===== src/rtl/assert_macros.svh =====
// Assertion helpers shared by the RTL. All checks are sampled on the rising
// clock edge and are switched off while the synchronous reset is held low.
`ifndef ASSERT_MACROS_SVH
`define ASSERT_MACROS_SVH

// The condition must never be true.
`define TWL_ASSERT_NEVER(label, cond, msg) \
    label: assert property (@(posedge i_clk) disable iff (!i_rst_n) !(cond)) \
        else $error(msg);

// Whenever the first condition holds, the second must hold in the same cycle.
`define TWL_ASSERT_IMPLY(label, ante, cons, msg) \
    label: assert property (@(posedge i_clk) disable iff (!i_rst_n) (ante) |-> (cons)) \
        else $error(msg);

`endif


===== src/rtl/twl_pkg.sv =====
package twl_pkg;

    // Width of the limit registers and of the configuration data port.
    localparam int LIMIT_W = 24;
    localparam int CFG_IDX_W = 1;

    localparam logic [LIMIT_W-1:0] WAIT_LIMIT_RST = 24'd1000;
    localparam logic [LIMIT_W-1:0] RX_ENTER_LIMIT_RST = 24'd30000;

    // Configuration register indexes.
    localparam logic [CFG_IDX_W-1:0] CFG_WAIT_LIMIT = 1'd0;
    localparam logic [CFG_IDX_W-1:0] CFG_RX_ENTER_LIMIT = 1'd1;

    // Opcode field encodings.
    localparam logic [1:0] OPC_IDLE = 2'd0;
    localparam logic [1:0] OPC_SEND = 2'd1;
    localparam logic [1:0] OPC_RECV = 2'd2;

    localparam int IN_DATA_W = 16;
    localparam int OUT_DATA_W = 16;

    // Line drive patterns: bit 0 is tip, bit 1 is ring.
    localparam logic [1:0] DRV_NONE = 2'b00;
    localparam logic [1:0] DRV_TIP = 2'b01;
    localparam logic [1:0] DRV_RING = 2'b10;
    localparam logic [1:0] LINES_HIGH = 2'b11;
    localparam logic [1:0] LINES_TIP_HIGH = 2'b01;

    localparam logic [2:0] LAST_BIT = 3'd7;

    typedef enum logic [1:0] {
        K_IDLE = 2'd0,
        K_SEND = 2'd1,
        K_RECV = 2'd2
    } t_kind;

    typedef enum logic [1:0] {
        ST_OK = 2'd0,
        ST_WRITE_TIMEOUT = 2'd1,
        ST_READ_TIMEOUT = 2'd2
    } t_status;

    typedef enum logic [5:0] {
        PH_IDLE = 6'b000001,
        PH_TX_HIGH = 6'b000010,
        PH_TX_ACK = 6'b000100,
        PH_TX_REL = 6'b001000,
        PH_RX_DROP = 6'b010000,
        PH_RX_REL = 6'b100000
    } t_phase;

    // One classified tick as it sits in the queue.
    typedef struct packed {
        t_kind kind;
        logic [7:0] tx_byte;
        logic ring_level;
        logic tip_level;
    } t_cmd;

    // One result item; packed so that tip_pull_low lands in bit 0.
    typedef struct packed {
        logic [7:0] rx_byte;
        t_status status;
        logic done_res;
        logic busy_res;
        logic ring_pull_low;
        logic tip_pull_low;
    } t_result;

endpackage


===== src/rtl/twl_front.sv =====
module twl_front (
    input  logic i_clk,
    input  logic i_rst_n,
    input  logic i_valid,
    output logic o_ready,
    input  logic [twl_pkg::IN_DATA_W-1:0] i_data,
    output twl_pkg::t_cmd o_cmd,
    output logic o_cmd_valid,
    input  logic i_cmd_pop
);

    twl_pkg::t_cmd r_mem [2];
    logic r_wr_ptr;
    logic r_rd_ptr;
    logic [1:0] r_count;
    logic [1:0] n_count;
    twl_pkg::t_cmd w_cmd;
    logic w_push;

    // Opcode three and idle both become plain sampling ticks.
    always_comb begin
        w_cmd.tx_byte = i_data[9:2];
        w_cmd.tip_level = i_data[10];
        w_cmd.ring_level = i_data[11];
        unique case (i_data[1:0])
            twl_pkg::OPC_SEND: w_cmd.kind = twl_pkg::K_SEND;
            twl_pkg::OPC_RECV: w_cmd.kind = twl_pkg::K_RECV;
            default: w_cmd.kind = twl_pkg::K_IDLE;
        endcase
    end

    assign o_ready = (r_count != 2'd2);
    assign w_push = i_valid && o_ready;
    assign o_cmd_valid = (r_count != 2'd0);
    assign o_cmd = r_mem[r_rd_ptr];

    always_comb begin
        n_count = r_count;
        if (w_push && !i_cmd_pop) begin
            n_count = r_count + 2'd1;
        end else if (!w_push && i_cmd_pop) begin
            n_count = r_count - 2'd1;
        end
    end

    always_ff @(posedge i_clk) begin
        if (w_push) begin
            r_mem[r_wr_ptr] <= w_cmd;
        end
    end

    always_ff @(posedge i_clk) begin
        if (!i_rst_n) begin
            r_wr_ptr <= 1'b0;
            r_rd_ptr <= 1'b0;
            r_count <= 2'd0;
        end else begin
            if (w_push) begin
                r_wr_ptr <= ~r_wr_ptr;
            end
            if (i_cmd_pop) begin
                r_rd_ptr <= ~r_rd_ptr;
            end
            r_count <= n_count;
        end
    end

endmodule


===== src/rtl/twl_back.sv =====
module twl_back #(
    parameter int TIMER_BITS = 24
) (
    input  logic i_clk,
    input  logic i_rst_n,
    input  twl_pkg::t_cmd i_cmd,
    input  logic i_cmd_valid,
    output logic o_cmd_pop,
    input  logic [twl_pkg::LIMIT_W-1:0] i_wait_limit,
    input  logic [twl_pkg::LIMIT_W-1:0] i_rx_enter_limit,
    output twl_pkg::t_result o_res,
    output logic o_res_valid,
    input  logic i_res_ready
);

    localparam int CMP_W = (TIMER_BITS > twl_pkg::LIMIT_W) ? TIMER_BITS : twl_pkg::LIMIT_W;

    twl_pkg::t_phase r_phase, n_phase;
    logic [2:0] r_bit_idx, n_bit_idx;
    logic [7:0] r_shift, n_shift;
    logic [TIMER_BITS-1:0] r_wait, n_wait;
    logic r_cur_bit, n_cur_bit;
    logic [1:0] r_drive, n_drive;
    twl_pkg::t_result r_res;
    logic r_res_valid;

    logic [CMP_W-1:0] w_cnt;
    logic [CMP_W-1:0] w_wait_lim;
    logic [CMP_W-1:0] w_rx_lim;
    logic w_to_wait;
    logic w_to_rx;
    logic [1:0] w_lines;
    logic w_other_tx;
    logic w_other_rx;
    logic w_fire;
    logic w_done;
    twl_pkg::t_status w_status;
    logic [7:0] w_rx_byte;

    // A limit beyond the counter range behaves as the counter's top value,
    // which the all-ones test covers.
    assign w_cnt = CMP_W'(r_wait);
    assign w_wait_lim = CMP_W'(i_wait_limit);
    assign w_rx_lim = CMP_W'(i_rx_enter_limit);
    assign w_to_wait = (w_cnt >= w_wait_lim) || (&r_wait);
    assign w_to_rx = (w_cnt >= w_rx_lim) || (&r_wait);

    assign w_lines = {i_cmd.ring_level, i_cmd.tip_level};
    assign w_other_tx = r_cur_bit ? i_cmd.tip_level : i_cmd.ring_level;
    assign w_other_rx = r_cur_bit ? i_cmd.ring_level : i_cmd.tip_level;

    assign w_fire = i_cmd_valid && (!r_res_valid || i_res_ready);
    assign o_cmd_pop = w_fire;

    always_comb begin
        n_phase = r_phase;
        n_bit_idx = r_bit_idx;
        n_shift = r_shift;
        n_wait = r_wait;
        n_cur_bit = r_cur_bit;
        n_drive = r_drive;
        w_done = 1'b0;
        w_status = twl_pkg::ST_OK;
        w_rx_byte = 8'd0;

        unique case (r_phase)
            twl_pkg::PH_TX_HIGH: begin
                if (w_lines != twl_pkg::LINES_HIGH) begin
                    if (w_to_wait) begin
                        w_done = 1'b1;
                        w_status = twl_pkg::ST_WRITE_TIMEOUT;
                    end else begin
                        n_wait = r_wait + TIMER_BITS'(1);
                    end
                end else begin
                    n_cur_bit = r_shift[0];
                    n_drive = r_shift[0] ? twl_pkg::DRV_RING : twl_pkg::DRV_TIP;
                    n_wait = '0;
                    n_phase = twl_pkg::PH_TX_ACK;
                end
            end
            twl_pkg::PH_TX_ACK: begin
                if (w_other_tx) begin
                    if (w_to_wait) begin
                        w_done = 1'b1;
                        w_status = twl_pkg::ST_WRITE_TIMEOUT;
                    end else begin
                        n_wait = r_wait + TIMER_BITS'(1);
                    end
                end else begin
                    n_drive = twl_pkg::DRV_NONE;
                    n_wait = '0;
                    n_phase = twl_pkg::PH_TX_REL;
                end
            end
            twl_pkg::PH_TX_REL: begin
                if (!w_other_tx) begin
                    if (w_to_wait) begin
                        w_done = 1'b1;
                        w_status = twl_pkg::ST_WRITE_TIMEOUT;
                    end else begin
                        n_wait = r_wait + TIMER_BITS'(1);
                    end
                end else begin
                    n_shift = {1'b0, r_shift[7:1]};
                    n_wait = '0;
                    if (r_bit_idx == twl_pkg::LAST_BIT) begin
                        w_done = 1'b1;
                    end else begin
                        n_bit_idx = r_bit_idx + 3'd1;
                        n_phase = twl_pkg::PH_TX_HIGH;
                    end
                end
            end
            twl_pkg::PH_RX_DROP: begin
                if (w_lines == twl_pkg::LINES_HIGH) begin
                    if (w_to_rx) begin
                        w_done = 1'b1;
                        w_status = twl_pkg::ST_READ_TIMEOUT;
                    end else begin
                        n_wait = r_wait + TIMER_BITS'(1);
                    end
                end else begin
                    // Ring low with tip high marks a one; anything else is a zero.
                    n_cur_bit = (w_lines == twl_pkg::LINES_TIP_HIGH);
                    n_shift = {n_cur_bit, r_shift[7:1]};
                    n_drive = n_cur_bit ? twl_pkg::DRV_TIP : twl_pkg::DRV_RING;
                    n_wait = '0;
                    n_phase = twl_pkg::PH_RX_REL;
                end
            end
            twl_pkg::PH_RX_REL: begin
                if (!w_other_rx) begin
                    if (w_to_wait) begin
                        w_done = 1'b1;
                        w_status = twl_pkg::ST_READ_TIMEOUT;
                    end else begin
                        n_wait = r_wait + TIMER_BITS'(1);
                    end
                end else begin
                    n_drive = twl_pkg::DRV_NONE;
                    n_wait = '0;
                    if (r_bit_idx == twl_pkg::LAST_BIT) begin
                        w_done = 1'b1;
                        w_rx_byte = r_shift;
                    end else begin
                        n_bit_idx = r_bit_idx + 3'd1;
                        n_phase = twl_pkg::PH_RX_DROP;
                    end
                end
            end
            default: begin
                n_phase = twl_pkg::PH_IDLE;
                n_drive = twl_pkg::DRV_NONE;
                if (i_cmd.kind == twl_pkg::K_SEND || i_cmd.kind == twl_pkg::K_RECV) begin
                    n_bit_idx = 3'd0;
                    n_wait = '0;
                    n_cur_bit = 1'b0;
                    n_shift = (i_cmd.kind == twl_pkg::K_SEND) ? i_cmd.tx_byte : 8'd0;
                    n_phase = (i_cmd.kind == twl_pkg::K_SEND) ? twl_pkg::PH_TX_HIGH
                                                              : twl_pkg::PH_RX_DROP;
                end
            end
        endcase

        if (w_done) begin
            n_phase = twl_pkg::PH_IDLE;
            n_drive = twl_pkg::DRV_NONE;
            n_wait = '0;
            n_bit_idx = 3'd0;
        end
    end

    always_ff @(posedge i_clk) begin
        if (!i_rst_n) begin
            r_phase <= twl_pkg::PH_IDLE;
            r_bit_idx <= 3'd0;
            r_shift <= 8'd0;
            r_wait <= '0;
            r_cur_bit <= 1'b0;
            r_drive <= twl_pkg::DRV_NONE;
            r_res_valid <= 1'b0;
        end else begin
            if (w_fire) begin
                r_phase <= n_phase;
                r_bit_idx <= n_bit_idx;
                r_shift <= n_shift;
                r_wait <= n_wait;
                r_cur_bit <= n_cur_bit;
                r_drive <= n_drive;
                r_res_valid <= 1'b1;
            end else if (i_res_ready) begin
                r_res_valid <= 1'b0;
            end
        end
    end

    always_ff @(posedge i_clk) begin
        if (w_fire) begin
            r_res.tip_pull_low <= n_drive[0];
            r_res.ring_pull_low <= n_drive[1];
            r_res.busy_res <= (n_phase != twl_pkg::PH_IDLE);
            r_res.done_res <= w_done;
            r_res.status <= w_status;
            r_res.rx_byte <= w_rx_byte;
        end
    end

    assign o_res = r_res;
    assign o_res_valid = r_res_valid;

endmodule


===== src/rtl/two_wire_handshake_byte_link_unit.sv =====
// Two-wire open-drain byte link (tip and ring lines) with a handshake per bit.
// Every input item on the s_axis channel is one sampling tick: an opcode
// (idle, start send, start receive), the byte to send and the sampled levels
// of both lines. Every input item yields exactly one result item on the
// m_axis channel: the pull-low controls for both lines, busy, done, the
// completion status and the received byte.
// Items enter a two-entry queue and are then stepped through the bit
// handshake state machine, whose result is held in an output register.
// An accepted item passes through the queue and then the output register
// before its result turns valid; one item is taken per cycle as long as
// results are consumed. The throughput is set by the single handshake
// state machine, which steps once per item.
// The cfg port writes the two timeout limits; writes take effect at once.
// Reset (synchronous, active low) empties the queue and output register,
// returns the state machine to idle with both lines released and restores
// the default limits. If the receiver stalls, the result stays in place, the
// queue fills, and s_axis tready drops once both queue entries are taken.
`include "assert_macros.svh"

module two_wire_handshake_byte_link_unit #(
    parameter int TIMER_BITS = 24
) (
    input  logic i_clk,
    input  logic i_rst_n,
    input  logic i_s_axis_tvalid,
    output logic o_s_axis_tready,
    // [1:0] opcode, [9:2] tx_byte, [10] tip_level, [11] ring_level, [15:12] zero
    input  logic [twl_pkg::IN_DATA_W-1:0] i_s_axis_tdata,
    output logic o_m_axis_tvalid,
    input  logic i_m_axis_tready,
    // [0] tip_pull_low, [1] ring_pull_low, [2] busy_res, [3] done_res,
    // [5:4] status, [13:6] rx_byte, [15:14] zero
    output logic [twl_pkg::OUT_DATA_W-1:0] o_m_axis_tdata,
    input  logic i_cfg_we,
    input  logic [twl_pkg::CFG_IDX_W-1:0] i_cfg_idx,
    input  logic [twl_pkg::LIMIT_W-1:0] i_cfg_data
);

    logic [twl_pkg::LIMIT_W-1:0] r_wait_limit;
    logic [twl_pkg::LIMIT_W-1:0] r_rx_enter_limit;

    twl_pkg::t_cmd w_cmd;
    logic w_cmd_valid;
    logic w_cmd_pop;
    twl_pkg::t_result w_res;

    // Limit registers; an index outside the list is ignored.
    always_ff @(posedge i_clk) begin
        if (!i_rst_n) begin
            r_wait_limit <= twl_pkg::WAIT_LIMIT_RST;
            r_rx_enter_limit <= twl_pkg::RX_ENTER_LIMIT_RST;
        end else if (i_cfg_we) begin
            if (i_cfg_idx == twl_pkg::CFG_WAIT_LIMIT) begin
                r_wait_limit <= i_cfg_data;
            end else if (i_cfg_idx == twl_pkg::CFG_RX_ENTER_LIMIT) begin
                r_rx_enter_limit <= i_cfg_data;
            end
        end
    end

    // The front end accepts and classifies ticks into the queue.
    twl_front u_front (
        .i_clk       (i_clk),
        .i_rst_n     (i_rst_n),
        .i_valid     (i_s_axis_tvalid),
        .o_ready     (o_s_axis_tready),
        .i_data      (i_s_axis_tdata),
        .o_cmd       (w_cmd),
        .o_cmd_valid (w_cmd_valid),
        .i_cmd_pop   (w_cmd_pop)
    );

    // The back end runs the bit handshake and registers each result.
    twl_back #(
        .TIMER_BITS (TIMER_BITS)
    ) u_back (
        .i_clk            (i_clk),
        .i_rst_n          (i_rst_n),
        .i_cmd            (w_cmd),
        .i_cmd_valid      (w_cmd_valid),
        .o_cmd_pop        (w_cmd_pop),
        .i_wait_limit     (r_wait_limit),
        .i_rx_enter_limit (r_rx_enter_limit),
        .o_res            (w_res),
        .o_res_valid      (o_m_axis_tvalid),
        .i_res_ready      (i_m_axis_tready)
    );

    assign o_m_axis_tdata = {2'b00, w_res};

    // A finished transfer never reports itself as still busy.
    `TWL_ASSERT_IMPLY(a_done_not_busy, o_m_axis_tvalid && w_res.done_res, !w_res.busy_res,
        "done reported while busy")
    // A status other than ok only comes with done.
    `TWL_ASSERT_IMPLY(a_status_with_done, o_m_axis_tvalid && w_res.status != twl_pkg::ST_OK,
        w_res.done_res, "error status without done")
    // Lines are only driven while a transfer is in progress.
    `TWL_ASSERT_IMPLY(a_idle_released, o_m_axis_tvalid && !w_res.busy_res,
        !w_res.tip_pull_low && !w_res.ring_pull_low, "line driven while idle")
    // Both lines are never pulled low at the same time.
    `TWL_ASSERT_NEVER(a_one_line, o_m_axis_tvalid && w_res.tip_pull_low && w_res.ring_pull_low,
        "both lines driven")

endmodule


===== config.mk =====
export PLATFORM = sky130hd
export DESIGN_NAME = two_wire_handshake_byte_link_unit
export DESIGN_NICKNAME = d
export VERILOG_FILES = /design/src/rtl/twl_pkg.sv /design/src/rtl/twl_front.sv /design/src/rtl/twl_back.sv /design/src/rtl/two_wire_handshake_byte_link_unit.sv
export VERILOG_INCLUDE_DIRS = /design/src /design/src/rtl
export SDC_FILE = /design/constraint.sdc
export NUM_CORES = 1
export LEC_CHECK = 0
export BUFFER_PORTS_ARGS = -buffer_cell sky130_fd_sc_hd__buf_2
export CORE_UTILIZATION = 47
export DETAILED_ROUTE_END_ITERATION = 10
export PLACE_DENSITY = 0.65
export SLEW_MARGIN = 40
export SYNTH_ARGS = -nofsm -noshare
export SYNTH_HDL_FRONTEND = slang
export SYNTH_SLANG_ARGS = --single-unit

===== constraint.sdc =====
create_clock -name i_clk -period 5.5 [get_ports i_clk]
set_input_delay 0.825 -clock i_clk [delete_from_list [all_inputs] [get_ports i_clk]]
set_output_delay 0.825 -clock i_clk [all_outputs]
set_load 0.02 [all_outputs]

==> results.json <==
{
  "tns_ps": 0,
  "htreeDepth": 4,
  "antenna_found_initial": 0,
  "clk_latency_ps": 430,
  "worstSetupPathType": "register to register",
  "rr_worst_depth": 11,
  "layout_min_cycle_time_ps": 3470,
  "slew_headroom_pct": 46.7,
  "slew_violations": 0,
  "syn2layout_area_growth_pct": 13.8,
  "synthCells": 792,
  "initial_utilization_pct": 48.8,
  "clk_path_buf_depth": 2,
  "hold-path-cell-count": 2,
  "power_mw": 3.12,
  "synthTopCellsByArea": "dfxtp_1 27%, edfxtp_1 16%, ha_1 9.5%, nand2_1 6.4%, a21oi_1 5.1%",
  "wl_per_cell_um": 16.5,
  "dpl.hpwl_um": 12300,
  "core_area_um2": 14800,
  "fp.dieW_um": 126,
  "cts_made_buffers": 17,
  "fin_nets": 939,
  "startpoint_type": "register",
  "cts_tree": "built",
  "synth_xor_area_share_pct": 0.486,
  "vias": 6058,
  "max-cap-violations": 0,
  "grt_pass1_wl_um": 28200,
  "synth_top_family_by_area": "simple AND/OR/NAND/NOR gates",
  "run_status": "finished clean",
  "ant_nets": 0,
  "clkTransAtPathRegs_ps": 60,
  "final_cell_mix": "122 x nand2_1, 97 x dfxtp_1, 74 x a21oi_1",
  "avgSynthCellArea_um2": 9.10,
  "r2r_setup_slack_ps": 2030,
  "worst_pin_slew_ps": 793,
  "cp_data_arrival_time_ps": 3820,
  "routed_wl_um": 17100,
  "drt_iter0_drc": 437,
  "final_core_util_pct": 55.6,
  "synth_fa_ha_area_share_pct": 9.55,
  "cts_sinks": 136,
  "hp-class": "register to register",
  "grt_pass1_vias": 5746,
  "post-place-cells": 1003,
  "finalSetupViolCount": 0,
  "finClkSkew_ps": 8.93,
  "io_pins": 64,
  "synth_compound_area_share_pct": 18.6,
  "power_leakage_nw": 3.25,
  "yosysUniqueCellTypes": 78,
  "synth_top_area_share_pct": 27.2,
  "synthMuxAreaShare_pct": 2.31,
  "required_ps": 5840,
  "synth-simple-area-share_pct": 20.7,
  "rsz0062_at_grt": "false",
  "fin_crit_sh_pct": 63.1,
  "hold_buffers": 0,
  "synth_area_um2": 7210,
  "hold_violations": 0,
  "vias_per_cell": 5.85,
  "cp-end-kind": "register",
  "n_antenna_cell": 0,
  "io_buffers": 57,
  "cts_resized": 0,
  "routabilityCongestion": 0.866,
  "rows": 44,
  "fmax_mhz": 288,
  "grt-ovfl-total": 0,
  "yosysTopAreaCell": "dfxtp_1",
  "grt_util_all_layers_pct": 22.6,
  "cts_root_buf": "clkbuf_16",
  "yosysWarnings": 0,
  "path_max_fanout": 9,
  "drc": 0,
  "instances_no_fill": 1035,
  "fill_cells": 1372,
  "async_reset_ff_share_pct": 0,
  "synth-main-ff-cell": "dfxtp_1",
  "yosysSeqAreaShare_pct": 43.1,
  "grt_max_degree": 41,
  "whs_ps": 455,
  "die_h_um": 126,
  "final_layout_size_suffix_gt1_share_pct": 14.9,
  "vdd_ir_drop_max_v": 0.000286,
  "final_common_cell": "nand2_1",
  "die_area_um2": 15800,
  "cellPowerDensity_nw_per_um2": 381,
  "drtPass1Iterations": 5,
  "synth_edf_count": 38,
  "postCtsSetupBuffers": 0,
  "ys_ff_latch": 136
}
==> path summary, 6_finish.rpt <==
check | from | end
setup reg to reg | u_back.r_wait[0] | u_back.r_wait[0]
hold reg to reg | r_wait_limit[14] | r_wait_limit[14]
setup / recovery | u_back.r_wait[0] | u_back.r_wait[0]
hold / removal | r_wait_limit[14] | r_wait_limit[14]
==> registers in the layout (all words and copies together) (netlist names), named ones only <==
signal / flops
r_rx_enter_limit: 24
r_wait_limit: 24
u_back.o_res: 14
u_back.o_res_valid: 1
u_back.r_bit_idx: 3
u_back.r_cur_bit: 1
u_back.r_drive: 2
u_back.r_phase: 6
u_back.r_shift: 8
u_back.r_wait: 24
u_front.r_count: 2
u_front.r_mem: 24
u_front.r_rd_ptr: 1
u_front.r_wr_ptr: 1
==> worst max-delay path: stages (launching register included) <==
cell and delay (ps):
dfxtp_1 430, inv_1 100, ha_1 270, nand2b_1 140, a2111o_1 420, a31oi_1 280, a2bb2oi_2 290, a31oi_4 190
nor3_4 490, inv_2 190, or3_1 360, a211oi_2 220
==> metal layers <==
layer,part of all wire (%),GRT usage [%],vias up,wire (um)
met5,0,0,-,0
met4,1.7,7.58,0,286
met3,4.2,4.80,28,722
met2,47,37.9,158,8070
met1,47,28.8,2906,8010
li1,-,-,2966,-
==> cell usage after synthesis (10+ instances only) <==
library cell and n:
mux2i_1 11, nand3_1 20, nor2_1 39, and2_1 13, o21ai_0 17, inv_1 58
a21oi_1 74, ha_1 55, nor3_1 15, o31ai_1 16, edfxtp_1 38, clkbuf_1 23
dfxtp_1 98, nand2_1 122, o211ai_1 16, nand2b_1 10, a21o_1 10
==> area by class of cell <==
class                           instances  area, um2  area share (%)
Multi-Input combinational cell        564       3780            46.0
Sequential cell                       136       3100            37.8
Tap cell                              184        230            2.81
Clock buffer                           17        425            5.19
Clock inverter                         15        143            1.74
Inverter                               60        225            2.75
Timing Repair Buffer                   59        300            3.66
==> logic make-up (layout without fill, tap and decap cells) <==
kind of cell / count (synthesis) / in the layout
AND/OR/NAND/NOR: 294 / 294
multiplexers: 14 / 14
AO/OA/AOI/OAI: 195 / 195
buffers and inverters: 93 / 151
flip-flops: 136 / 136
other: 1 / 2
adder cells (fa/ha/maj): 55 / 55
XOR/XNOR: 4 / 4
==> power breakdown <==
group | internal [mW] | switching, mW
registers | 1.19 | 0.0901
logic | 0.253 | 0.487
clock network | 0.628 | 0.470
total | 2.08 | 1.05
==> through the flow <==
| stage | area (um2) | setup WS, ps |
|---|---|---|
| after floorplan | 7210 | 2670 |
| after global placement | 7590 | 1890 |
| after detailed placement | 7620 | 1850 |
| after CTS | 8180 | 1820 |
| after global routing | 8200 | 1860 |
| final | 8200 | 2030 |
Power figures use the tool's default switching activity.
